`src/hprs_pkg.sv`:
```
`default_nettype none
// ============================================================================
// hprs_pkg
// Shared types and codes for the hazard-pointer retire/scan engine.
// ============================================================================
package hprs_pkg;

    localparam int CMD_W    = 1;
    localparam int THREAD_W = 3;
    localparam int SLOT_W   = 4;
    localparam int THRESH_W = 6;
    localparam int COUNT_W  = 7;
    localparam logic [THRESH_W-1:0] THRESH_RESET = 6'd32;

    typedef enum logic [CMD_W-1:0] {
        CMD_RETIRE = 1'b0,
        CMD_HAZARD = 1'b1
    } cmd_t;

endpackage : hprs_pkg
`default_nettype wire

```
`src/hprs_front.sv`:
```
`default_nettype none
// ============================================================================
// hprs_front
// Command front end: takes commands, writes the hazard table directly and
// forwards retires to the back end through a two-entry queue.
// ============================================================================
module hprs_front #(
    parameter int HAZARD_SLOTS = 16,
    parameter int ADDR_BITS    = 48
) (
    input  wire logic                          clk,
    input  wire logic                          rst_n,
    input  wire logic                          start,
    output logic                               busy,
    input  wire logic [hprs_pkg::CMD_W-1:0]    cmd,
    input  wire logic [hprs_pkg::THREAD_W-1:0] thread,
    input  wire logic [ADDR_BITS-1:0]          node_addr,
    input  wire logic [hprs_pkg::SLOT_W-1:0]   slot,
    input  wire logic [ADDR_BITS-1:0]          hazard_value,
    input  wire logic                          scan_active,
    output logic [HAZARD_SLOTS*ADDR_BITS-1:0]  hazards,
    output logic                               q_valid,
    output logic [hprs_pkg::THREAD_W-1:0]      q_thread,
    output logic [ADDR_BITS-1:0]               q_addr,
    input  wire logic                          q_pop
);
    import hprs_pkg::*;

    localparam int HW = (HAZARD_SLOTS > 1) ? $clog2(HAZARD_SLOTS) : 1;

    logic [ADDR_BITS-1:0]  haz_reg [HAZARD_SLOTS];
    logic [1:0]            cnt_reg;
    logic [THREAD_W-1:0]   qt_reg [2];
    logic [ADDR_BITS-1:0]  qa_reg [2];
    logic                  accept;
    logic                  push;

    // Hazard writes must not race a scan in flight; queue must have room.
    assign busy   = scan_active || (cnt_reg != 2'd0);
    assign accept = start && !busy;
    assign push   = accept && (cmd_t'(cmd) == CMD_RETIRE);

    always_ff @(posedge clk or negedge rst_n)
    begin
        if (!rst_n)
        begin
            for (int i = 0; i < HAZARD_SLOTS; i++)
            begin
                haz_reg[i] <= '0;
            end
        end
        else if (accept && cmd_t'(cmd) == CMD_HAZARD
                 && 32'(slot) < HAZARD_SLOTS)
        begin
            haz_reg[HW'(slot)] <= hazard_value;
        end
    end

    always_comb
    begin
        for (int i = 0; i < HAZARD_SLOTS; i++)
        begin
            hazards[i*ADDR_BITS +: ADDR_BITS] = haz_reg[i];
        end
    end

    always_ff @(posedge clk or negedge rst_n)
    begin
        if (!rst_n)
        begin
            cnt_reg <= 2'd0;
        end
        else
        begin
            unique case ({push, q_pop && q_valid})
                2'b10:   cnt_reg <= cnt_reg + 2'd1;
                2'b01:   cnt_reg <= cnt_reg - 2'd1;
                default: cnt_reg <= cnt_reg;
            endcase
        end
    end

    always_ff @(posedge clk)
    begin
        if (q_pop && q_valid)
        begin
            qt_reg[0] <= qt_reg[1];
            qa_reg[0] <= qa_reg[1];
        end
        if (push)
        begin
            if (cnt_reg == 2'd0 || (cnt_reg == 2'd1 && q_pop))
            begin
                qt_reg[0] <= thread;
                qa_reg[0] <= node_addr;
            end
            else
            begin
                qt_reg[1] <= thread;
                qa_reg[1] <= node_addr;
            end
        end
    end

    assign q_valid  = cnt_reg != 2'd0;
    assign q_thread = qt_reg[0];
    assign q_addr   = qa_reg[0];

    a_no_overflow: assert property (@(posedge clk) disable iff (!rst_n)
        cnt_reg <= 2'd2) else $error("queue overflow");
    a_busy_q: assert property (@(posedge clk) disable iff (!rst_n)
        q_valid |-> busy) else $error("accept with queued retire");
    a_push_idle: assert property (@(posedge clk) disable iff (!rst_n)
        push |=> q_valid) else $error("push lost");

endmodule : hprs_front
`default_nettype wire

```
`config.mk`:
```
export PLATFORM = sky130hd
export DESIGN_NAME = hprs_front
export DESIGN_NICKNAME = d
export VERILOG_FILES = /design/src/hprs_pkg.sv /design/src/hprs_front.sv
export SDC_FILE = /design/constraint.sdc
export NUM_CORES = 1
export LEC_CHECK = 0
export ABC_AREA = 1
export ABC_CLOCK_PERIOD_IN_PS = 5600
export BUFFER_PORTS_ARGS = -buffer_cell sky130_fd_sc_hd__clkbuf_2
export CAP_MARGIN = 20
export CORE_AREA = 2 2 366 368
export CTS_CLUSTER_SIZE = 16
export DETAILED_ROUTE_END_ITERATION = 8
export DIE_AREA = 0 0 368 370
export PLACE_DENSITY = 0.46
export SETUP_SLACK_MARGIN = 0.05
export SLEW_MARGIN = 20
export SYNTH_ARGS = -nofsm -noshare
export SYNTH_HDL_FRONTEND = slang
export SYNTH_SLANG_ARGS = --single-unit
```
`constraint.sdc`:
```
create_clock -name clk -period 5.6 [get_ports clk]
set_clock_uncertainty 0.1 [all_clocks]
set_input_delay 1.4 -clock clk [delete_from_list [all_inputs] [get_ports clk]]
set_output_delay 1.4 -clock clk [all_outputs]
set_load 0.02 [all_outputs]
```
==> flow_summary.json <==
{
  "seq_power_share_pct": 42.5,
  "wl_per_cell_um": 24.34,
  "area_growth_pct": 26.42,
  "intPower_mw": 12.33,
  "grt_pass1_vias": 28068,
  "worstHoldPathType": "reg -> reg",
  "grt_first_pass_wirelength_mm": 218.0,
  "synth.distinct_cells": 21,
  "grt_setup_unrepaired": "false",
  "numCtsBuffers": 99,
  "drive_gt1_share_pct": 25.41,
  "buffer_ports.inserted": 929,
  "p_clk_share_pct": 36.3,
  "ys_ff_latch": 872,
  "ctsLongestPathBuffers": 3,
  "ant_nets": 0,
  "p_leak_nw": 25.04,
  "grt_max_degree": 135,
  "cts_resized": 0,
  "cts.sinks": 872,
  "cp-start-kind": "flip-flop",
  "power.total_mw": 18.62,
  "post-route-period-util_pct": 65.63,
  "drt-total-wl_mm": 155.6,
  "synthCells": 3792,
  "slew_headroom_pct": 28.48,
  "initial_utilization_pct": 26.26,
  "antenna_found_initial": 14,
  "postCtsSetupBuffers": 0,
  "cts-root-buf": "clkbuf_16",
  "arrival_ns": 2.18,
  "die_x_um": 368,
  "combPwrFrac_pct": 21.2,
  "hold_buffers": 0,
  "crit_type": "reg -> out",
  "rows": 134,
  "cts_tree": "yes",
  "htreeDepth": 3,
  "critical_path.max_fanout": 5,
  "crit_path_top_delay_cell": "dfrtp_1",
  "post-place-cells": 6208,
  "crit_top_cell": "inv_1",
  "crit_chain": "inv_1 > ha_1 > inv_1 > nor2_1 > inv_1 > clkbuf_2",
  "die_area_um2": 136200,
  "vias": 29234,
  "worstSkewPairLatency_ns": 0.74,
  "netlist_top_cells_area": "dfrtp_1, nand2_1, nand3_1",
  "end_kind": "output pin",
  "setup_viol": 0,
  "drtPass1Iterations": 5,
  "power_density_nw_per_um2": 423.3,
  "track_usage_pct": 22.24,
  "vias_per_cell": 4.572,
  "initialDrtViolationCount": 2624,
  "syn-cell-area_um2": 34790,
  "tightest_slew_ns": 1.073,
  "final_cell_mix": "nand2_1, clkbuf_2, dfrtp_1",
  "pin_count": 930,
  "synth_top_area_share_pct": 55.39,
  "final_common_cell": "nand2_1",
  "maxSlewViolCount": 0,
  "setup_tns_ns": 0,
  "min_period_ns": 3.676,
  "cts.reportedPaths.clkPinSlew_ns": 0.06,
  "place_hpwl_mm": 101.6,
  "grt-ovfl-total": 0,
  "nets": 4652,
  "maxCapViolCount": 0,
  "peakVddDrop_uv": 268.2,
  "syn_avg_cell_area_um2": 9.174,
  "outcome": "finished clean",
  "seq_area_frac_synth_pct": 64.19,
  "drc_errors": 0,
  "switchingPower_mw": 6.293,
  "instances_no_fill": 6394,
  "max_stage_delay_ns": 0.39,
  "yosysTopAreaCell": "dfrtp_1",
  "worstPathRequired_ns": 4.10,
  "core_um2": 132500,
  "die_h_um": 370,
  "max_freq_mhz": 272.1,
  "gp_routability_congestion": 0.7999,
  "synth_warnings": 0,
  "swShare_pct": 33.80,
  "finalHoldViolations": 0,
  "largest_reg_flops": 768
}
## cell families after synthesis
kind of cell / share of synthesized area (%)
DFF: 64.19
adders and majority gates: 0.07192
buffers and inverters: 6.585
other: 0.01078
and+or+nand+nor: 28.33
xor gates and xnor gates: 0.05036
AOI/OAI and AO/OA: 0.7625
## power by group through the flow
stage | Clock [mW] | Combinational (mW) | Sequential (mW)
3_5_place_dp | 0 | 4.00 | 8.00
4_1_cts | 6.93 | 4.00 | 7.90
3_3_place_gp | 0 | 3.98 | 7.98
6_report | 6.77 | 3.95 | 7.91
5_1_grt | 7.17 | 4.24 | 8.01
2_1_floorplan | 0 | 1.22 | 8.98
## routing by layer
layer  vias to the layer above  routed length (µm)  GRT usage [%]  share of wire (%)
li1                      13316                   -              -                  -
met1                     14536               61840          27.29                 40
met2                      1132               74080          36.38                 48
met3                       244               13450          6.797                8.6
met4                         6                6185          9.035                4.0
met5                         -                  43              0              0.028
## stage by stage
| step | area (µm²) | hold slack [ns] | utilization, % | worst slack, ns |
|---|---|---|---|---|
| after floorplan | 34980 | 0.3464 | - | 1.313 |
| after global placement | 40560 | 0.3524 | 30.62 | 1.752 |
| after detailed placement | 40570 | 0.3572 | 30.63 | 1.741 |
| after CTS | 43980 | 0.3719 | 33.20 | 1.849 |
| after global routing | 43980 | 0.3835 | 33.21 | 1.707 |
| final | 43980 | 0.3658 | 33.21 | 1.924 |
## cell type report
class / instances / area, µm²
clock buffer: 164 / 3042
timing repair buffer: 986 / 5238
fill: 14049 / 88470
sequential: 872 / 22330
antenna: 1 / 2.502
inverter: 68 / 255.2
multi-input combinational: 2514 / 10540
clock inverter: 21 / 365.4
tap: 1768 / 2212
## final timing paths
kind                                    from           end  slack, ns  cells after the start
worst min-delay path            hazards[529]  hazards[529]       0.37                      2
worst min register to register  hazards[529]  hazards[529]       0.37                      2
worst max register to register    cnt_reg[0]  hazards[468]       2.51                      8
max in group asynchronous              rst_n  hazards[186]       3.45                      3
min in group asynchronous              rst_n  hazards[437]       0.58                      1
worst max-delay path              cnt_reg[0]          busy       1.92                      6
## cell usage after synthesis
library cell	n
edfxtp_1	102
buf_2	82
inv_1	67
buf_1	19
buf_4	109
nand2_1	1751
nor2_4	1
inv_2	1
buf_6	9
nand3_1	625
nand3_2	1
conb_1	1
nor2_1	17
nand2_2	7
xnor2_1	2
dfrtp_1	770
nor2_2	3
ha_1	2
o21ai_0	53
clkbuf_1	169
nand4_1	1
## critical path: cells and delay by family, from the launching register on
| kind | cells | cell delay, ns |
|---|---|---|
| and+or+nand+nor | 1 | 0.20 |
| DFF | 1 | 0.39 |
| adders and majority gates | 1 | 0.33 |
| buffers and inverters | 4 | 0.51 |
Power figures use the tool's default switching activity.
